**src/design/affa_pkg.sv**
```systemverilog
package affa_pkg;

    typedef enum logic [1:0] {
        ST_OK     = 2'd0,
        ST_NO_FIT = 2'd1,
        ST_TYPE   = 2'd2,
        ST_FULL   = 2'd3
    } status_t;

    localparam logic REG_CHUNK_BYTES    = 1'b0;
    localparam logic REG_CHUNK_MEM_TYPE = 1'b1;

    typedef enum logic [3:0] {
        S_IDLE,
        S_A_CHK,
        S_A_RD,
        S_A_PAD,
        S_A_FIT,
        S_A_ADV,
        S_A_END,
        S_F_PREP,
        S_F_RD,
        S_F_CMP,
        S_F_DEC,
        S_F_END,
        S_DONE
    } state_t;

    typedef enum logic [3:0] {
        CMD_NONE,
        CMD_CAPTURE,
        CMD_A_CHECK,
        CMD_A_ISSUE,
        CMD_A_PAD,
        CMD_A_FIT,
        CMD_A_ADV,
        CMD_A_END,
        CMD_F_PREP,
        CMD_F_ISSUE,
        CMD_F_CMP,
        CMD_F_DEC,
        CMD_F_END,
        CMD_PUBLISH
    } dp_cmd_t;

    typedef struct packed {
        logic type_ok;
        logic more;
        logic hit;
        logic fit;
        logic merge;
    } dp_stat_t;

endpackage

```
**src/design/affa_req_if.sv**
```systemverilog
interface affa_req_if;
    logic        valid;
    logic        ready;
    logic        op;
    logic [31:0] req_bytes;
    logic [4:0]  align_log2;
    logic [4:0]  req_mem_type;
    logic [31:0] block_start;

    modport source (output valid, op, req_bytes, align_log2, req_mem_type, block_start,
                    input ready);
    modport sink (input valid, op, req_bytes, align_log2, req_mem_type, block_start,
                  output ready);
endinterface

```
**src/design/affa_rsp_if.sv**
```systemverilog
interface affa_rsp_if;
    logic        valid;
    logic        ready;
    logic [1:0]  status;
    logic [31:0] granted_offset;
    logic [31:0] bytes_in_use;
    logic [15:0] live_allocs;
    logic [6:0]  fragments_free;

    modport source (output valid, status, granted_offset, bytes_in_use, live_allocs,
                    fragments_free, input ready);
    modport sink (input valid, status, granted_offset, bytes_in_use, live_allocs,
                  fragments_free, output ready);
endinterface

```
**src/design/affa_ctrl.sv**
```systemverilog
module affa_ctrl (
    input  logic               clk,
    input  logic               rst_n,
    input  logic               in_valid,
    input  logic               out_ready,
    input  affa_pkg::dp_stat_t stat,
    output affa_pkg::dp_cmd_t  cmd,
    output logic               in_ready,
    output logic               out_valid
);

    affa_pkg::state_t state_reg;
    affa_pkg::state_t state_next;
    logic             out_valid_reg;
    logic             out_valid_next;
    logic             out_free;

    assign out_free  = !out_valid_reg || out_ready;
    assign in_ready  = (state_reg == affa_pkg::S_IDLE);
    assign out_valid = out_valid_reg;

    always_comb
    begin
        state_next = state_reg;
        case (state_reg)
            affa_pkg::S_IDLE:
            begin
                if (in_valid)
                    state_next = affa_pkg::S_A_CHK;
            end
            affa_pkg::S_A_CHK:  state_next = affa_pkg::S_A_CHK;
            affa_pkg::S_A_RD:   state_next = stat.more ? affa_pkg::S_A_PAD : affa_pkg::S_A_END;
            affa_pkg::S_A_PAD:  state_next = stat.hit ? affa_pkg::S_A_RD : affa_pkg::S_A_FIT;
            affa_pkg::S_A_FIT:  state_next = stat.fit ? affa_pkg::S_A_ADV : affa_pkg::S_A_RD;
            affa_pkg::S_A_ADV:  state_next = affa_pkg::S_A_RD;
            affa_pkg::S_A_END:  state_next = affa_pkg::S_DONE;
            affa_pkg::S_F_PREP: state_next = affa_pkg::S_F_RD;
            affa_pkg::S_F_RD:   state_next = stat.more ? affa_pkg::S_F_CMP : affa_pkg::S_F_END;
            affa_pkg::S_F_CMP:  state_next = affa_pkg::S_F_DEC;
            affa_pkg::S_F_DEC:  state_next = stat.merge ? affa_pkg::S_F_END : affa_pkg::S_F_RD;
            affa_pkg::S_F_END:  state_next = affa_pkg::S_DONE;
            affa_pkg::S_DONE:
            begin
                if (out_free)
                    state_next = affa_pkg::S_IDLE;
            end
            default:            state_next = affa_pkg::S_IDLE;
        endcase
        // op is captured on entry; the check state routes free requests
        if (state_reg == affa_pkg::S_A_CHK)
        begin
            if (stat.hit)
                state_next = affa_pkg::S_F_PREP;
            else if (stat.type_ok)
                state_next = affa_pkg::S_A_RD;
            else
                state_next = affa_pkg::S_DONE;
        end
    end

    always_comb
    begin
        cmd = affa_pkg::CMD_NONE;
        case (state_reg)
            affa_pkg::S_IDLE:   cmd = in_valid ? affa_pkg::CMD_CAPTURE : affa_pkg::CMD_NONE;
            affa_pkg::S_A_CHK:  cmd = affa_pkg::CMD_A_CHECK;
            affa_pkg::S_A_RD:   cmd = affa_pkg::CMD_A_ISSUE;
            affa_pkg::S_A_PAD:  cmd = affa_pkg::CMD_A_PAD;
            affa_pkg::S_A_FIT:  cmd = affa_pkg::CMD_A_FIT;
            affa_pkg::S_A_ADV:  cmd = affa_pkg::CMD_A_ADV;
            affa_pkg::S_A_END:  cmd = affa_pkg::CMD_A_END;
            affa_pkg::S_F_PREP: cmd = affa_pkg::CMD_F_PREP;
            affa_pkg::S_F_RD:   cmd = affa_pkg::CMD_F_ISSUE;
            affa_pkg::S_F_CMP:  cmd = affa_pkg::CMD_F_CMP;
            affa_pkg::S_F_DEC:  cmd = affa_pkg::CMD_F_DEC;
            affa_pkg::S_F_END:  cmd = affa_pkg::CMD_F_END;
            affa_pkg::S_DONE:   cmd = out_free ? affa_pkg::CMD_PUBLISH : affa_pkg::CMD_NONE;
            default:            cmd = affa_pkg::CMD_NONE;
        endcase
    end

    always_comb
    begin
        out_valid_next = out_valid_reg;
        if (out_valid_reg && out_ready)
            out_valid_next = 1'b0;
        if (state_reg == affa_pkg::S_DONE && out_free)
            out_valid_next = 1'b1;
    end

    always_ff @(posedge clk or negedge rst_n)
    begin
        if (!rst_n)
        begin
            state_reg     <= affa_pkg::S_IDLE;
            out_valid_reg <= 1'b0;
        end
        else
        begin
            state_reg     <= state_next;
            out_valid_reg <= out_valid_next;
        end
    end

    a_ready_idle: assert property (@(posedge clk) disable iff (!rst_n)
        in_ready |-> state_reg == affa_pkg::S_IDLE)
        else $error("ready outside idle");
    a_publish: assert property (@(posedge clk) disable iff (!rst_n)
        $rose(out_valid_reg) |-> $past(state_reg) == affa_pkg::S_DONE)
        else $error("result shown without finishing");
    a_capture: assert property (@(posedge clk) disable iff (!rst_n)
        (state_reg == affa_pkg::S_IDLE && in_valid) |=> state_reg == affa_pkg::S_A_CHK)
        else $error("request lost");

endmodule

```
**src/design/affa_dp.sv**
```systemverilog
module affa_dp #(
    parameter int MAXF = 16,
    parameter int OW   = 32
) (
    input  logic               clk,
    input  logic               rst_n,
    input  affa_pkg::dp_cmd_t  cmd,
    output affa_pkg::dp_stat_t stat,
    input  logic               in_op,
    input  logic [31:0]        in_req_bytes,
    input  logic [4:0]         in_align_log2,
    input  logic [4:0]         in_req_mem_type,
    input  logic [31:0]        in_block_start,
    input  logic               cfg_we,
    input  logic               cfg_index,
    input  logic [31:0]        cfg_data,
    output logic [1:0]         out_status,
    output logic [31:0]        out_granted_offset,
    output logic [31:0]        out_bytes_in_use,
    output logic [15:0]        out_live_allocs,
    output logic [6:0]         out_fragments_free
);

    localparam int IW = (MAXF > 1) ? $clog2(MAXF) : 1;
    localparam int CW = $clog2(MAXF + 1);
    localparam int PW = (OW > 32) ? OW : 32;

    function automatic logic [OW-1:0] sat_add(input logic [OW-1:0] a, input logic [OW-1:0] b);
        logic [OW:0] s;
        s = {1'b0, a} + {1'b0, b};
        return s[OW] ? {OW{1'b1}} : s[OW-1:0];
    endfunction

    logic [OW-1:0] mem_start [MAXF];
    logic [OW-1:0] mem_len   [MAXF];

    // control state
    logic [31:0]   chunk_reg,  chunk_next;
    logic [4:0]    mtype_reg,  mtype_next;
    logic          fresh_reg,  fresh_next;
    logic [CW-1:0] count_reg,  count_next;
    logic [31:0]   used_reg,   used_next;
    logic [15:0]   tally_reg,  tally_next;
    logic [CW-1:0] rptr_reg,   rptr_next;
    logic [CW-1:0] wptr_reg,   wptr_next;
    logic          hit_reg,    hit_next;
    logic          merged_reg, merged_next;

    // payload
    logic          op_reg,     op_next;
    logic [OW-1:0] req_reg,    req_next;
    logic [31:0]   req32_reg,  req32_next;
    logic [4:0]    lg_reg,     lg_next;
    logic [4:0]    imt_reg,    imt_next;
    logic [OW-1:0] bst_reg,    bst_next;
    logic [PW-1:0] pad_reg,    pad_next;
    logic [PW:0]   diff_reg,   diff_next;
    logic [OW-1:0] grant_reg,  grant_next;
    logic [OW-1:0] nlen_reg,   nlen_next;
    logic [OW-1:0] gapat_reg,  gapat_next;
    logic [OW-1:0] gap_reg,    gap_next;
    logic [OW-1:0] olen_reg,   olen_next;
    logic [IW-1:0] hidx_reg,   hidx_next;
    logic          m1_reg,     m1_next;
    logic [OW-1:0] endi_reg,   endi_next;
    logic [OW-1:0] lenp_reg,   lenp_next;
    logic [OW-1:0] rd_start_reg;
    logic [OW-1:0] rd_len_reg;
    logic [1:0]    res_status_reg, res_status_next;
    logic [31:0]   res_grant_reg,  res_grant_next;
    logic [1:0]    o_status_reg;
    logic [31:0]   o_grant_reg;
    logic [31:0]   o_used_reg;
    logic [15:0]   o_tally_reg;
    logic [6:0]    o_frags_reg;

    logic          rd_en;
    logic          we;
    logic [IW-1:0] waddr;
    logic [OW-1:0] wst;
    logic [OW-1:0] wln;

    logic [PW-1:0] amask;
    logic [PW-1:0] rem;
    logic [PW-1:0] pad;
    logic [PW:0]   diff;
    logic          fit;
    logic          more;
    logic          merge;
    logic          gap_nz;
    logic [32:0]   used_sum;

    assign amask    = (PW'(1) << lg_reg) - PW'(1);
    assign rem      = PW'(rd_start_reg) & amask;
    assign pad      = (rem == '0) ? '0 : amask + PW'(1) - rem;
    assign diff     = (PW+1)'(rd_len_reg) - (PW+1)'(pad);
    assign fit      = !diff_reg[PW] && (diff_reg[PW-1:0] >= PW'(req_reg));
    assign more     = rptr_reg < count_reg;
    assign merge    = m1_reg || (endi_reg == bst_reg);
    assign gap_nz   = hit_reg && (gap_reg != '0);
    assign used_sum = {1'b0, used_reg} + {1'b0, req32_reg};

    assign stat.type_ok = (imt_reg == mtype_reg);
    assign stat.more    = more;
    assign stat.hit     = (cmd == affa_pkg::CMD_A_CHECK) ? op_reg : hit_reg;
    assign stat.fit     = fit;
    assign stat.merge   = merge;

    always_comb
    begin
        chunk_next      = chunk_reg;
        mtype_next      = mtype_reg;
        fresh_next      = fresh_reg;
        count_next      = count_reg;
        used_next       = used_reg;
        tally_next      = tally_reg;
        rptr_next       = rptr_reg;
        wptr_next       = wptr_reg;
        hit_next        = hit_reg;
        merged_next     = merged_reg;
        op_next         = op_reg;
        req_next        = req_reg;
        req32_next      = req32_reg;
        lg_next         = lg_reg;
        imt_next        = imt_reg;
        bst_next        = bst_reg;
        pad_next        = pad_reg;
        diff_next       = diff_reg;
        grant_next      = grant_reg;
        nlen_next       = nlen_reg;
        gapat_next      = gapat_reg;
        gap_next        = gap_reg;
        olen_next       = olen_reg;
        hidx_next       = hidx_reg;
        m1_next         = m1_reg;
        endi_next       = endi_reg;
        lenp_next       = lenp_reg;
        res_status_next = res_status_reg;
        res_grant_next  = res_grant_reg;
        rd_en           = 1'b0;
        we              = 1'b0;
        waddr           = wptr_reg[IW-1:0];
        wst             = rd_start_reg;
        wln             = rd_len_reg;

        case (cmd)
            affa_pkg::CMD_CAPTURE:
            begin
                op_next     = in_op;
                req_next    = OW'(in_req_bytes);
                req32_next  = 32'(OW'(in_req_bytes));
                lg_next     = in_align_log2;
                imt_next    = in_req_mem_type;
                bst_next    = OW'(in_block_start);
                rptr_next   = '0;
                wptr_next   = '0;
                hit_next    = 1'b0;
                merged_next = 1'b0;
            end
            affa_pkg::CMD_A_CHECK:
            begin
                res_status_next = affa_pkg::ST_TYPE;
                res_grant_next  = '0;
            end
            affa_pkg::CMD_A_ISSUE, affa_pkg::CMD_F_ISSUE:
            begin
                rd_en = more;
            end
            affa_pkg::CMD_A_PAD:
            begin
                if (hit_reg)
                begin
                    // compaction only, past the claimed fragment
                    we        = (rd_len_reg != '0);
                    wptr_next = wptr_reg + CW'(we);
                    rptr_next = rptr_reg + CW'(1);
                end
                else
                begin
                    pad_next  = pad;
                    diff_next = diff;
                end
            end
            affa_pkg::CMD_A_FIT:
            begin
                if (fit)
                begin
                    hit_next   = 1'b1;
                    grant_next = sat_add(rd_start_reg, OW'(pad_reg));
                    nlen_next  = OW'(diff_reg[PW-1:0]) - req_reg;
                    gapat_next = rd_start_reg;
                    gap_next   = OW'(pad_reg);
                    olen_next  = rd_len_reg;
                    hidx_next  = rptr_reg[IW-1:0];
                end
                else
                begin
                    we        = (rd_len_reg != '0);
                    wptr_next = wptr_reg + CW'(we);
                    rptr_next = rptr_reg + CW'(1);
                end
            end
            affa_pkg::CMD_A_ADV:
            begin
                wst       = sat_add(grant_reg, req_reg);
                wln       = nlen_reg;
                we        = (nlen_reg != '0);
                wptr_next = wptr_reg + CW'(we);
                rptr_next = rptr_reg + CW'(1);
            end
            affa_pkg::CMD_A_END:
            begin
                if (gap_nz && wptr_reg >= CW'(MAXF))
                begin
                    // table full: put the claimed fragment back as it was
                    we              = 1'b1;
                    waddr           = hidx_reg;
                    wst             = gapat_reg;
                    wln             = olen_reg;
                    res_status_next = affa_pkg::ST_FULL;
                    res_grant_next  = '0;
                end
                else
                begin
                    we         = gap_nz;
                    wst        = gapat_reg;
                    wln        = gap_reg;
                    count_next = wptr_reg + CW'(gap_nz);
                    if (hit_reg)
                    begin
                        res_status_next = affa_pkg::ST_OK;
                        res_grant_next  = 32'(grant_reg);
                        used_next       = used_sum[32] ? 32'hFFFF_FFFF : used_sum[31:0];
                        if (tally_reg != 16'hFFFF)
                            tally_next = tally_reg + 16'd1;
                    end
                    else
                    begin
                        res_status_next = affa_pkg::ST_NO_FIT;
                        res_grant_next  = '0;
                    end
                end
            end
            affa_pkg::CMD_F_PREP:
            begin
                grant_next = sat_add(bst_reg, req_reg);
            end
            affa_pkg::CMD_F_CMP:
            begin
                m1_next   = (grant_reg == rd_start_reg);
                endi_next = sat_add(rd_start_reg, rd_len_reg);
                lenp_next = sat_add(rd_len_reg, req_reg);
            end
            affa_pkg::CMD_F_DEC:
            begin
                waddr       = rptr_reg[IW-1:0];
                wst         = m1_reg ? bst_reg : rd_start_reg;
                wln         = lenp_reg;
                we          = merge;
                merged_next = merge;
                rptr_next   = rptr_reg + CW'(1);
            end
            affa_pkg::CMD_F_END:
            begin
                res_grant_next  = '0;
                res_status_next = affa_pkg::ST_OK;
                if (!merged_reg && count_reg >= CW'(MAXF))
                    res_status_next = affa_pkg::ST_FULL;
                else
                begin
                    if (!merged_reg)
                    begin
                        we         = 1'b1;
                        waddr      = count_reg[IW-1:0];
                        wst        = bst_reg;
                        wln        = req_reg;
                        count_next = count_reg + CW'(1);
                    end
                    used_next = (used_reg > req32_reg) ? used_reg - req32_reg : '0;
                    if (tally_reg != '0)
                        tally_next = tally_reg - 16'd1;
                end
            end
            default:
            begin
            end
        endcase

        if (we && waddr == '0)
            fresh_next = 1'b0;

        if (cfg_we)
        begin
            case (cfg_index)
                affa_pkg::REG_CHUNK_BYTES:
                begin
                    chunk_next = cfg_data;
                    fresh_next = 1'b1;
                    count_next = CW'(1);
                    used_next  = '0;
                    tally_next = '0;
                end
                affa_pkg::REG_CHUNK_MEM_TYPE:
                begin
                    mtype_next = cfg_data[4:0];
                end
                default:
                begin
                end
            endcase
        end
    end

    always_ff @(posedge clk or negedge rst_n)
    begin
        if (!rst_n)
        begin
            chunk_reg      <= 32'hFFFF_FFFF;
            mtype_reg      <= '0;
            fresh_reg      <= 1'b1;
            count_reg      <= CW'(1);
            used_reg       <= '0;
            tally_reg      <= '0;
            rptr_reg       <= '0;
            wptr_reg       <= '0;
            hit_reg        <= 1'b0;
            merged_reg     <= 1'b0;
            res_status_reg <= affa_pkg::ST_OK;
        end
        else
        begin
            chunk_reg      <= chunk_next;
            mtype_reg      <= mtype_next;
            fresh_reg      <= fresh_next;
            count_reg      <= count_next;
            used_reg       <= used_next;
            tally_reg      <= tally_next;
            rptr_reg       <= rptr_next;
            wptr_reg       <= wptr_next;
            hit_reg        <= hit_next;
            merged_reg     <= merged_next;
            res_status_reg <= res_status_next;
        end
    end

    always_ff @(posedge clk)
    begin
        op_reg        <= op_next;
        req_reg       <= req_next;
        req32_reg     <= req32_next;
        lg_reg        <= lg_next;
        imt_reg       <= imt_next;
        bst_reg       <= bst_next;
        pad_reg       <= pad_next;
        diff_reg      <= diff_next;
        grant_reg     <= grant_next;
        nlen_reg      <= nlen_next;
        gapat_reg     <= gapat_next;
        gap_reg       <= gap_next;
        olen_reg      <= olen_next;
        hidx_reg      <= hidx_next;
        m1_reg        <= m1_next;
        endi_reg      <= endi_next;
        lenp_reg      <= lenp_next;
        res_grant_reg <= res_grant_next;
        if (cmd == affa_pkg::CMD_PUBLISH)
        begin
            o_status_reg <= res_status_reg;
            o_grant_reg  <= res_grant_reg;
            o_used_reg   <= used_reg;
            o_tally_reg  <= tally_reg;
            o_frags_reg  <= 7'(count_reg);
        end
    end

    // fragment table
    always_ff @(posedge clk)
    begin
        if (we)
        begin
            mem_start[waddr] <= wst;
            mem_len[waddr]   <= wln;
        end
        if (rd_en)
        begin
            if (fresh_reg && rptr_reg == '0)
            begin
                rd_start_reg <= '0;
                rd_len_reg   <= OW'(chunk_reg);
            end
            else
            begin
                rd_start_reg <= mem_start[rptr_reg[IW-1:0]];
                rd_len_reg   <= mem_len[rptr_reg[IW-1:0]];
            end
        end
    end

    assign out_status         = o_status_reg;
    assign out_granted_offset = o_grant_reg;
    assign out_bytes_in_use   = o_used_reg;
    assign out_live_allocs    = o_tally_reg;
    assign out_fragments_free = o_frags_reg;

    a_count_max: assert property (@(posedge clk) disable iff (!rst_n)
        count_reg <= CW'(MAXF))
        else $error("fragment count past table size");
    a_compact: assert property (@(posedge clk) disable iff (!rst_n)
        wptr_reg <= rptr_reg)
        else $error("compaction write ahead of read");
    a_full_grant: assert property (@(posedge clk) disable iff (!rst_n)
        res_status_reg == affa_pkg::ST_FULL |-> res_grant_reg == '0)
        else $error("grant on refused request");

endmodule

```
**src/design/aligned_first_fit_fragment_allocator_core.sv**
```systemverilog
// channel | dir | handshake     | payload
// req     | in  | valid / ready | op, req_bytes, align_log2, req_mem_type, block_start
// rsp     | out | valid / ready | status, granted_offset, bytes_in_use, live_allocs,
//         |     |               | fragments_free
// cfg     | in  | cfg_we        | cfg_index, cfg_data
// one request at a time; the fragment table is a single-port memory walked one entry per step
// allocate: entries up to the fit are read, padded and fitted, the fitting one advanced, later
// ones read and compacted, then end; type mismatch goes to done; free: entries are read,
// compared and decided up to the merge, else a fragment is added; idle before the next request
// reset gives a table of one fragment covering the whole chunk, no clearing pass
// a finished result waits in the output register; the next request is taken meanwhile
module aligned_first_fit_fragment_allocator_core #(
    parameter int MAX_FRAGMENTS = 16,
    parameter int OFFSET_BITS   = 32
) (
    input  logic        clk,
    input  logic        rst_n,
    affa_req_if.sink    req,
    affa_rsp_if.source  rsp,
    input  logic        cfg_we,
    input  logic        cfg_index,
    input  logic [31:0] cfg_data
);

    affa_pkg::dp_cmd_t  cmd;
    affa_pkg::dp_stat_t stat;

    affa_ctrl u_ctrl (
        .clk       (clk),
        .rst_n     (rst_n),
        .in_valid  (req.valid),
        .out_ready (rsp.ready),
        .stat      (stat),
        .cmd       (cmd),
        .in_ready  (req.ready),
        .out_valid (rsp.valid)
    );

    affa_dp #(
        .MAXF (MAX_FRAGMENTS),
        .OW   (OFFSET_BITS)
    ) u_dp (
        .clk                (clk),
        .rst_n              (rst_n),
        .cmd                (cmd),
        .stat               (stat),
        .in_op              (req.op),
        .in_req_bytes       (req.req_bytes),
        .in_align_log2      (req.align_log2),
        .in_req_mem_type    (req.req_mem_type),
        .in_block_start     (req.block_start),
        .cfg_we             (cfg_we),
        .cfg_index          (cfg_index),
        .cfg_data           (cfg_data),
        .out_status         (rsp.status),
        .out_granted_offset (rsp.granted_offset),
        .out_bytes_in_use   (rsp.bytes_in_use),
        .out_live_allocs    (rsp.live_allocs),
        .out_fragments_free (rsp.fragments_free)
    );

endmodule
```
**src/flat_wrapper.sv**
```systemverilog
// flat-port wrapper written by rule: the top's interface ports become plain ports
module aligned_first_fit_fragment_allocator_core_flat 
#(
    parameter int MAX_FRAGMENTS = 16,
    parameter int OFFSET_BITS   = 32
)
  (clk, rst_n, cfg_we, cfg_index, cfg_data, req_valid, req_op, req_req_bytes, req_align_log2, req_req_mem_type, req_block_start, req_ready, rsp_valid, rsp_status, rsp_granted_offset, rsp_bytes_in_use, rsp_live_allocs, rsp_fragments_free, rsp_ready);
  affa_req_if req_i ();
  affa_rsp_if rsp_i ();
  input  logic clk;
  input  logic rst_n;
  input  logic cfg_we;
  input  logic cfg_index;
  input  logic [31:0] cfg_data;
  input wire logic [$bits(req_i.valid)-1:0] req_valid;
  input wire logic [$bits(req_i.op)-1:0] req_op;
  input wire logic [$bits(req_i.req_bytes)-1:0] req_req_bytes;
  input wire logic [$bits(req_i.align_log2)-1:0] req_align_log2;
  input wire logic [$bits(req_i.req_mem_type)-1:0] req_req_mem_type;
  input wire logic [$bits(req_i.block_start)-1:0] req_block_start;
  output wire logic [$bits(req_i.ready)-1:0] req_ready;
  output wire logic [$bits(rsp_i.valid)-1:0] rsp_valid;
  output wire logic [$bits(rsp_i.status)-1:0] rsp_status;
  output wire logic [$bits(rsp_i.granted_offset)-1:0] rsp_granted_offset;
  output wire logic [$bits(rsp_i.bytes_in_use)-1:0] rsp_bytes_in_use;
  output wire logic [$bits(rsp_i.live_allocs)-1:0] rsp_live_allocs;
  output wire logic [$bits(rsp_i.fragments_free)-1:0] rsp_fragments_free;
  input wire logic [$bits(rsp_i.ready)-1:0] rsp_ready;
  assign req_i.valid = req_valid;
  assign req_i.op = req_op;
  assign req_i.req_bytes = req_req_bytes;
  assign req_i.align_log2 = req_align_log2;
  assign req_i.req_mem_type = req_req_mem_type;
  assign req_i.block_start = req_block_start;
  assign req_ready = req_i.ready;
  assign rsp_valid = rsp_i.valid;
  assign rsp_status = rsp_i.status;
  assign rsp_granted_offset = rsp_i.granted_offset;
  assign rsp_bytes_in_use = rsp_i.bytes_in_use;
  assign rsp_live_allocs = rsp_i.live_allocs;
  assign rsp_fragments_free = rsp_i.fragments_free;
  assign rsp_i.ready = rsp_ready;
  aligned_first_fit_fragment_allocator_core #(.MAX_FRAGMENTS(MAX_FRAGMENTS), .OFFSET_BITS(OFFSET_BITS)) u_core (.clk(clk), .rst_n(rst_n), .req(req_i), .rsp(rsp_i), .cfg_we(cfg_we), .cfg_index(cfg_index), .cfg_data(cfg_data));
endmodule
```
**config.mk**
```make
export PLATFORM = sky130hd
export DESIGN_NAME = aligned_first_fit_fragment_allocator_core_flat
export DESIGN_NICKNAME = d
export VERILOG_FILES = /design/src/design/affa_pkg.sv /design/src/design/affa_req_if.sv /design/src/design/affa_rsp_if.sv /design/src/design/affa_ctrl.sv /design/src/design/affa_dp.sv /design/src/design/aligned_first_fit_fragment_allocator_core.sv /design/src/flat_wrapper.sv
export SDC_FILE = /design/constraint.sdc
export NUM_CORES = 2
export LEC_CHECK = 0
export CAP_MARGIN = 20
export CELL_PAD_IN_SITES_DETAIL_PLACEMENT = 1
export CELL_PAD_IN_SITES_GLOBAL_PLACEMENT = 1
export CORE_UTILIZATION = 45
export DETAILED_ROUTE_END_ITERATION = 12
export DONT_BUFFER_PORTS = 1
export PLACE_DENSITY_LB_ADDON = 0.25
export RECOVER_POWER = 50
export SLEW_MARGIN = 10
export SYNTH_ARGS = -nofsm -noshare
export SYNTH_HDL_FRONTEND = slang
export SYNTH_SLANG_ARGS = --single-unit
```
**constraint.sdc**
```tcl
create_clock -name clk -period 22.6 [get_ports clk]
set_input_delay 2.26 -clock clk [delete_from_list [all_inputs] [get_ports clk]]
set_output_delay 2.26 -clock clk [all_outputs]
set_load 0.05 [all_outputs]
```
Word level (Yosys, flattened, before mapping)
Memories as Yosys holds them, arrays and structs flattened. A register that Yosys moved wholly into a read port is not among the register bits.
Index checks and enable logic that the tools add are counted.
{ "op_classes": {"n_lt_le_gt_ge": 5, "shifts": 1, "n_eq_ne": 34, "bitwise": 3, "add_sub_neg": 19, "n_mux": 86, "n_reduce_logical": 42} }
{ "ops": {"columns": ["cell", "n"], "rows": [
  ["$mux W32", 21],
  ["$pmux W32 S4", 2],
  ["$add A32 B32 Y33", 6],
  ["$pmux W32 S2", 3],
  ["$mux W16", 7],
  ["$reduce_bool A32 Y1", 3],
  ["$sub A32 B32 Y32", 3],
  ["$eq A32 B32 Y1", 2],
  ["$pmux W4 S13", 1],
  ["$mux W5", 9],
  ["$eq A4 B4 Y1 const B", 11],
  ["$pmux W4 S11", 1],
  ["$pmux W5 S4", 2],
  ["$mux W4", 9],
  ["$sub A32 B32 Y33", 1],
  ["$add A32 B1 Y32 const B", 1],
  ["$and A32 B32 Y32", 1],
  ["$eq A4 B3 Y1 const B", 8],
  ["$ge A32 B32 Y1", 1],
  ["$gt A32 B32 Y1", 1],
  ["$logic_not A32 Y1", 1],
  ["$pmux W16 S2", 1],
  ["$shl A1 B5 Y32 const A", 1],
  ["$sub A32 B2 Y32 const B", 1],
  ["other kinds (34)", 93]
]} }
{ "word_totals": {"out_inout_bits": 91, "register_bits": 630, "n_memories": 2, "mem_bits_rw": 1024, "wordCells": 228, "input_bits": 113} }
{ "mem_list": {"columns": ["memory", "depth", "width", "rd", "rd_ports_with_merged_regs", "wr", "line", "source"], "rows": [
  ["u_core.u_dp.mem_len", 16, 32, 1, 0, 1, "affa_dp.sv:35", "logic [OW-1:0] mem_len [MAXF];"],
  ["u_core.u_dp.mem_start", 16, 32, 1, 1, 1, "affa_dp.sv:34", "logic [OW-1:0] mem_start [MAXF];"]
]} }

Depth between registers and ports, before layout
{ "logic_depth": {"ltp_word": 11, "mapped_depth": 32, "depth_no_buf": 30} }

Cells and area by module
Synthesis repeated with hierarchy kept, for this count alone.
{ "unflattened": {"hier_cells": 5899, "hier_area_um2": 82815.7} }
{ "modules_own_cells": {"columns": ["module", "area_per_inst_um2", "n_inst", "cells_per_inst", "seq_area_each_um2"], "rows": [
  ["affa_dp", 82293.9, 1, 5836, 49995.4],
  ["affa_ctrl", 521.8, 1, 63, 125.1]
]} }

Least setup slack after synthesis
OpenSTA, ideal clock, no wires.
{ "synth_timing": {"kind": "register -> register", "start": "register u_core.u_dp.req32_reg[0] (netlist name)", "end": "register u_core.u_dp.rptr_reg[3]", "arrival_time_ns": 13.224, "required_ns": 22.356, "period_less_slack_ns": 13.468, "n_path_buf": 0, "stages_incl_launch_ff": 13, "setup_ns": 0.244, "path_slack_ns": 9.132, "path_cell_list": "edfxtp_1 ha_1 fa_1 nor2b_1 o31a_1 o211ai_1 a21oi_1 o31ai_1 a211oi_1 nor3_1 nand4_1 xor2_1 nor2_1"} }
{ "synth_rtl": {"columns": ["item", "line", "source"], "rows": [
  ["to (signal assigned)", "affa_dp.sv:338", "rptr_reg <= rptr_next;"],
  ["to (decl)", "affa_dp.sv:44", "logic [CW-1:0] rptr_reg, rptr_next;"]
]} }

==> results summary <==
Clock-pin slew was measured on the worst setup and hold paths at about 0.060 ns. The cell with the biggest individual delay on the critical path is clkbuf_1. The die extent in y came out at between 400 and 500 um.

The share of the clock period used by the worst path after layout is 0.5135. STA classifies the critical path startpoint as a register. The delay of the slowest critical-path stage is ~4.4 ns.

In this run the worst setup path begins at u_core.u_dp.req32_reg[1]$_DFFE_PP_. The multiplexer share of the synthesized area is 0.1014. The accumulated negative setup slack is 0 ns. The worst-case IR drop observed on VDD is 109.8 uV. In this run the post-CTS setup repair buffer count came out at 0. The met2 track demand over resource in global routing came out at 0.4928. Of all nets on the critical path, the largest fanout is between 90 and 100. The via count of the first global-routing pass came out at between 50000 and 60000. For this block, the routed nets add up to between 200000 and 300000 um of wire.

The worst setup path is captured at a register. The horizontal extent of the die came out at approximately 430 um. In this run the core area contains about 160 standard-cell rows. Of the synthesized area, sequential elements account for 0.6033.

The area share of xor/xnor cells in the synthesized design came out at 0.03511. The synthesized flop and latch total came out at roughly 1700. The number of enable flip-flop cells after synthesis came out at 1576. The half-perimeter wire length after detailed placement is between 150000 and 200000 um. The last weighted congestion value of the routability-driven placer is between 0.9 and 1.

TritonCTS built the clock tree. Counting instances in the post-synthesis netlist gives the leading cell types as edfxtp_1 (1576), nand2_1 (545), nor2_1 (342). The worst-case headroom to the max-slew limit came out at -3.136.

Setup repair after global routing left no endpoint under its margin. The hold violation total from the final report was 0. For this run, the top clock speed supported by timing is 86.17 MHz. The hold buffer count at CTS is 0.

The violation count after the first detailed-route iteration is between 5000 and 6000. The synthesized netlist contains 103 unique library cells. The area enclosed by the die boundary came out at 186300 um^2.

The multi-input combinational cells in the finished layout cover a total of roughly 31000 um^2. The pin count of the biggest net entering global routing is around 130. The number of max-capacitance violations reported came out at 24. The met1 capacity usage during global routing came out at 0.4114. The count of buffers from port buffering is 0. The met3 demand-to-capacity share in global routing is 0.04105. The number of clock sinks came out at 1686. The cell area after synthesis is a little over 80000 um^2. The synthesized design spends more area on one cell type than any other, namely edfxtp_1. The signal arrival time at the worst endpoint is 12.07 ns. The most used flip-flop cell after synthesis is edfxtp_1. The layer flagged by global routing as most heavily used is met2. The buffer cell driving the clock tree root is clkbuf_16. After floorplanning, the core was sized to cover ~180000 um^2. The H-tree was split into 4 levels.

The total overflow reported by the global router came out at 0. The final reports fail on capacitance limit, slew limit. After synthesis, the largest family of logic cells by area is multiplexers. The synthesized area per cell came out at between 10 and 15 um^2. The startpoint identified for the worst hold timing path is u_core.u_dp.res_grant_reg[14]$_SDFFCE_PP0P_.

The post-synthesis compound-gate area fraction came out at 0.1007. The overall routing resource usage came out at 0.3091. Dividing the detail-routed wire length by the instance count gives 33.08 um. The adder and majority gate portion of the synthesized area came out at 0.05269. The final net count came out at 6586.

The initial utilization of the core area, before any placement, comes to 0.4533. The number of primary I/O pins came out at a little over 200. The number of antenna violations at the first check in global routing is 21. The family of cells with the greatest summed delay on the critical path is buffers and inverters.

The static leakage power came out at ~32 nW. For this run, design rule violations remaining after detail routing come to 0. The clock passes through at most 3 buffers. The quantity of gates resized following cts came out at 0. The class of the tightest hold or removal check is reg -> reg. The actual transition at the worst max-transition pin came out at about 6.2 ns. The signal on the critical path passes through clkbuf_1, inv_1, clkbuf_1, ha_1, nand4_1, nor3_1, and2_0, o31ai_1, a211oi_4, clkbuf_1, clkbuf_1, or2_2. After technology mapping, the gate count stands at about 6000.

The most numerous cell type found on the critical path is clkbuf_1. The final number of max-transition violations is a little under 1000. The required time of the worst setup path came out at between 20 and 25 ns. At the later pin of the worst-skew pair, clock insertion delay measures approximately 0.86 ns. By area the synthesized netlist is led by edfxtp_1 (57%), mux4_2 (8.7%), ha_1 (5.0%), nand2_1 (2.5%), dfrtp_1 (2.3%).

The library cell with the highest instance count after synthesis is edfxtp_1. For this run, the detailed router's first-pass iteration total came to 10. The number of clock buffers inserted by TritonCTS is 176.

Counting I/O delays and the setup requirement, the final critical path takes approximately 12 ns. Summing all flip-flop and latch instances after layout gives approximately 50000 um^2. The critical path is of the reg -> reg type. The layout cell share with drive strength beyond 1 came out at 0.1385. The total number of vias is between 50000 and 60000. In the synthesized netlist the async set-or-reset flop fraction comes to 0.06524. Counting both buffers and inverters, the worst setup path holds a total of 5. Of the total synthesized cell area, the portion taken by AND, OR, NAND and NOR gates is 0.08496. The total of fill cells in the finished design came out at ~18000. The worst reg2reg path startpoint is u_core.u_dp.req32_reg[1]$_DFFE_PP_. Setup violations remaining at the end of the flow were counted as 0. The total power of the final layout is 15.01 mW.

After detailed routing, the number of vias per cell comes to 6.345. The clock skew after layout is between 0.03 and 0.04 ns. The count of yosys warnings during synthesis is 0. The number of nets with antenna violations after detailed routing came out at 0.

The fraction of post-synthesis cell area in the top cell type by area is 0.5697. Relative to the synthesized area, the layout overhead comes to 11.34%. The wire length of the first global-routing pass came out at between 400000 and 500000 um. The power density over the cells came out at 162.2 nW/um^2. The flow ran to the end, but the final reports show violations.
==> cell type report <==
type                    instances  area share
flip-flops and latches       1686      0.5419
clock inverters               108     0.01487
well taps                    2464     0.03333
repair buffers                174     0.01108
inverters                     218    0.008847
diodes                         11   0.0002976
multi-input cells            3874      0.3392
clock buffers                 214     0.05048
==> routing by layer <==
metal  share of wire  vias to the layer above
met1            0.40                    29088
met2            0.46                     2284
met5         0.00024                        -
met3           0.071                      531
met4           0.061                       10
li1                -                    23601
==> power breakdown <==
part	internal (mW)	leakage, nW	total, mW	switching (mW)
sequential	4.76	15.6	5.35	0.588
combinational	2.33	13.6	6.61	4.27
clock	1.77	2.92	3.05	1.28
total	8.86	32.1	15.0	6.14
==> worst paths after layout <==
kind	end	depth (start not counted)	slack (ns)
worst max register to register	u_core.u_dp.grant_reg[1]$_DFFE_PP_	12	11.00
min in group asynchronous	u_core.u_dp.used_reg[21]$_DFF_PN0_	0	1.11
max in group asynchronous	u_core.u_dp.chunk_reg[4]$_DFFE_PN1P_	0	21.19
worst max-delay path	u_core.u_dp.grant_reg[1]$_DFFE_PP_	12	11.00
worst min-delay path	u_core.u_dp.out_granted_offset[14]$_DFFE_PN_	0	0.40
worst min register to register	u_core.u_dp.out_granted_offset[14]$_DFFE_PN_	0	0.40
==> kinds of logic (layout without fill, tap and decap cells) <==
kind of cell | count (synthesis) | in the layout
adder cells (fa/ha/maj) | 344 | 344
AO/OA/AOI/OAI | 1261 | 1261
buffers and inverters | 467 | 714
flip-flops | 1686 | 1686
XOR/XNOR | 333 | 333
other | 2 | 15
multiplexers | 430 | 430
AND/OR/NAND/NOR | 1502 | 1502
==> per-stage QoR <==
stage | std cells | utilization | worst slack [ns] | hold WS, ns | cell area (um^2)
after detailed placement | 8413 | 0.4737 | 14.79 | 0.4061 | 86820
after global placement | 8411 | 0.4736 | 14.79 | 0.4038 | 86800
after floorplan | 6027 | - | 9.132 | 0.4003 | 83080
final | 8749 | 0.5047 | 11.00 | 0.4037 | 92490
after global routing | 8741 | 0.5046 | 10.64 | 0.4089 | 92470
after CTS | 8735 | 0.5067 | 14.70 | 0.4014 | 92870
==> cell usage in the layout, fill, tap and decap left out, types with 78 or more instances in the layout <==
| cell | netlist | final |
|---|---|---|
| xor2_1 | 128 | 128 |
| o21ai_0 | 216 | 222 |
| edfxtp_1 | 1576 | 1576 |
| nor2_1 | 342 | 323 |
| nand3_1 | 98 | 98 |
| xnor2_1 | 205 | 205 |
| nand2_1 | 545 | 545 |
| clkbuf_16 | 0 | 178 |
| a21oi_1 | 321 | 316 |
| inv_1 | 211 | 211 |
| a31oi_1 | 87 | 87 |
| ha_1 | 333 | 333 |
| buf_4 | 6 | 86 |
| a21o_1 | 113 | 113 |
| mux2_2 | 93 | 78 |
| mux4_2 | 320 | 320 |
| clkbuf_1 | 173 | 113 |
Note: power is estimated with default switching activity, not from simulation.
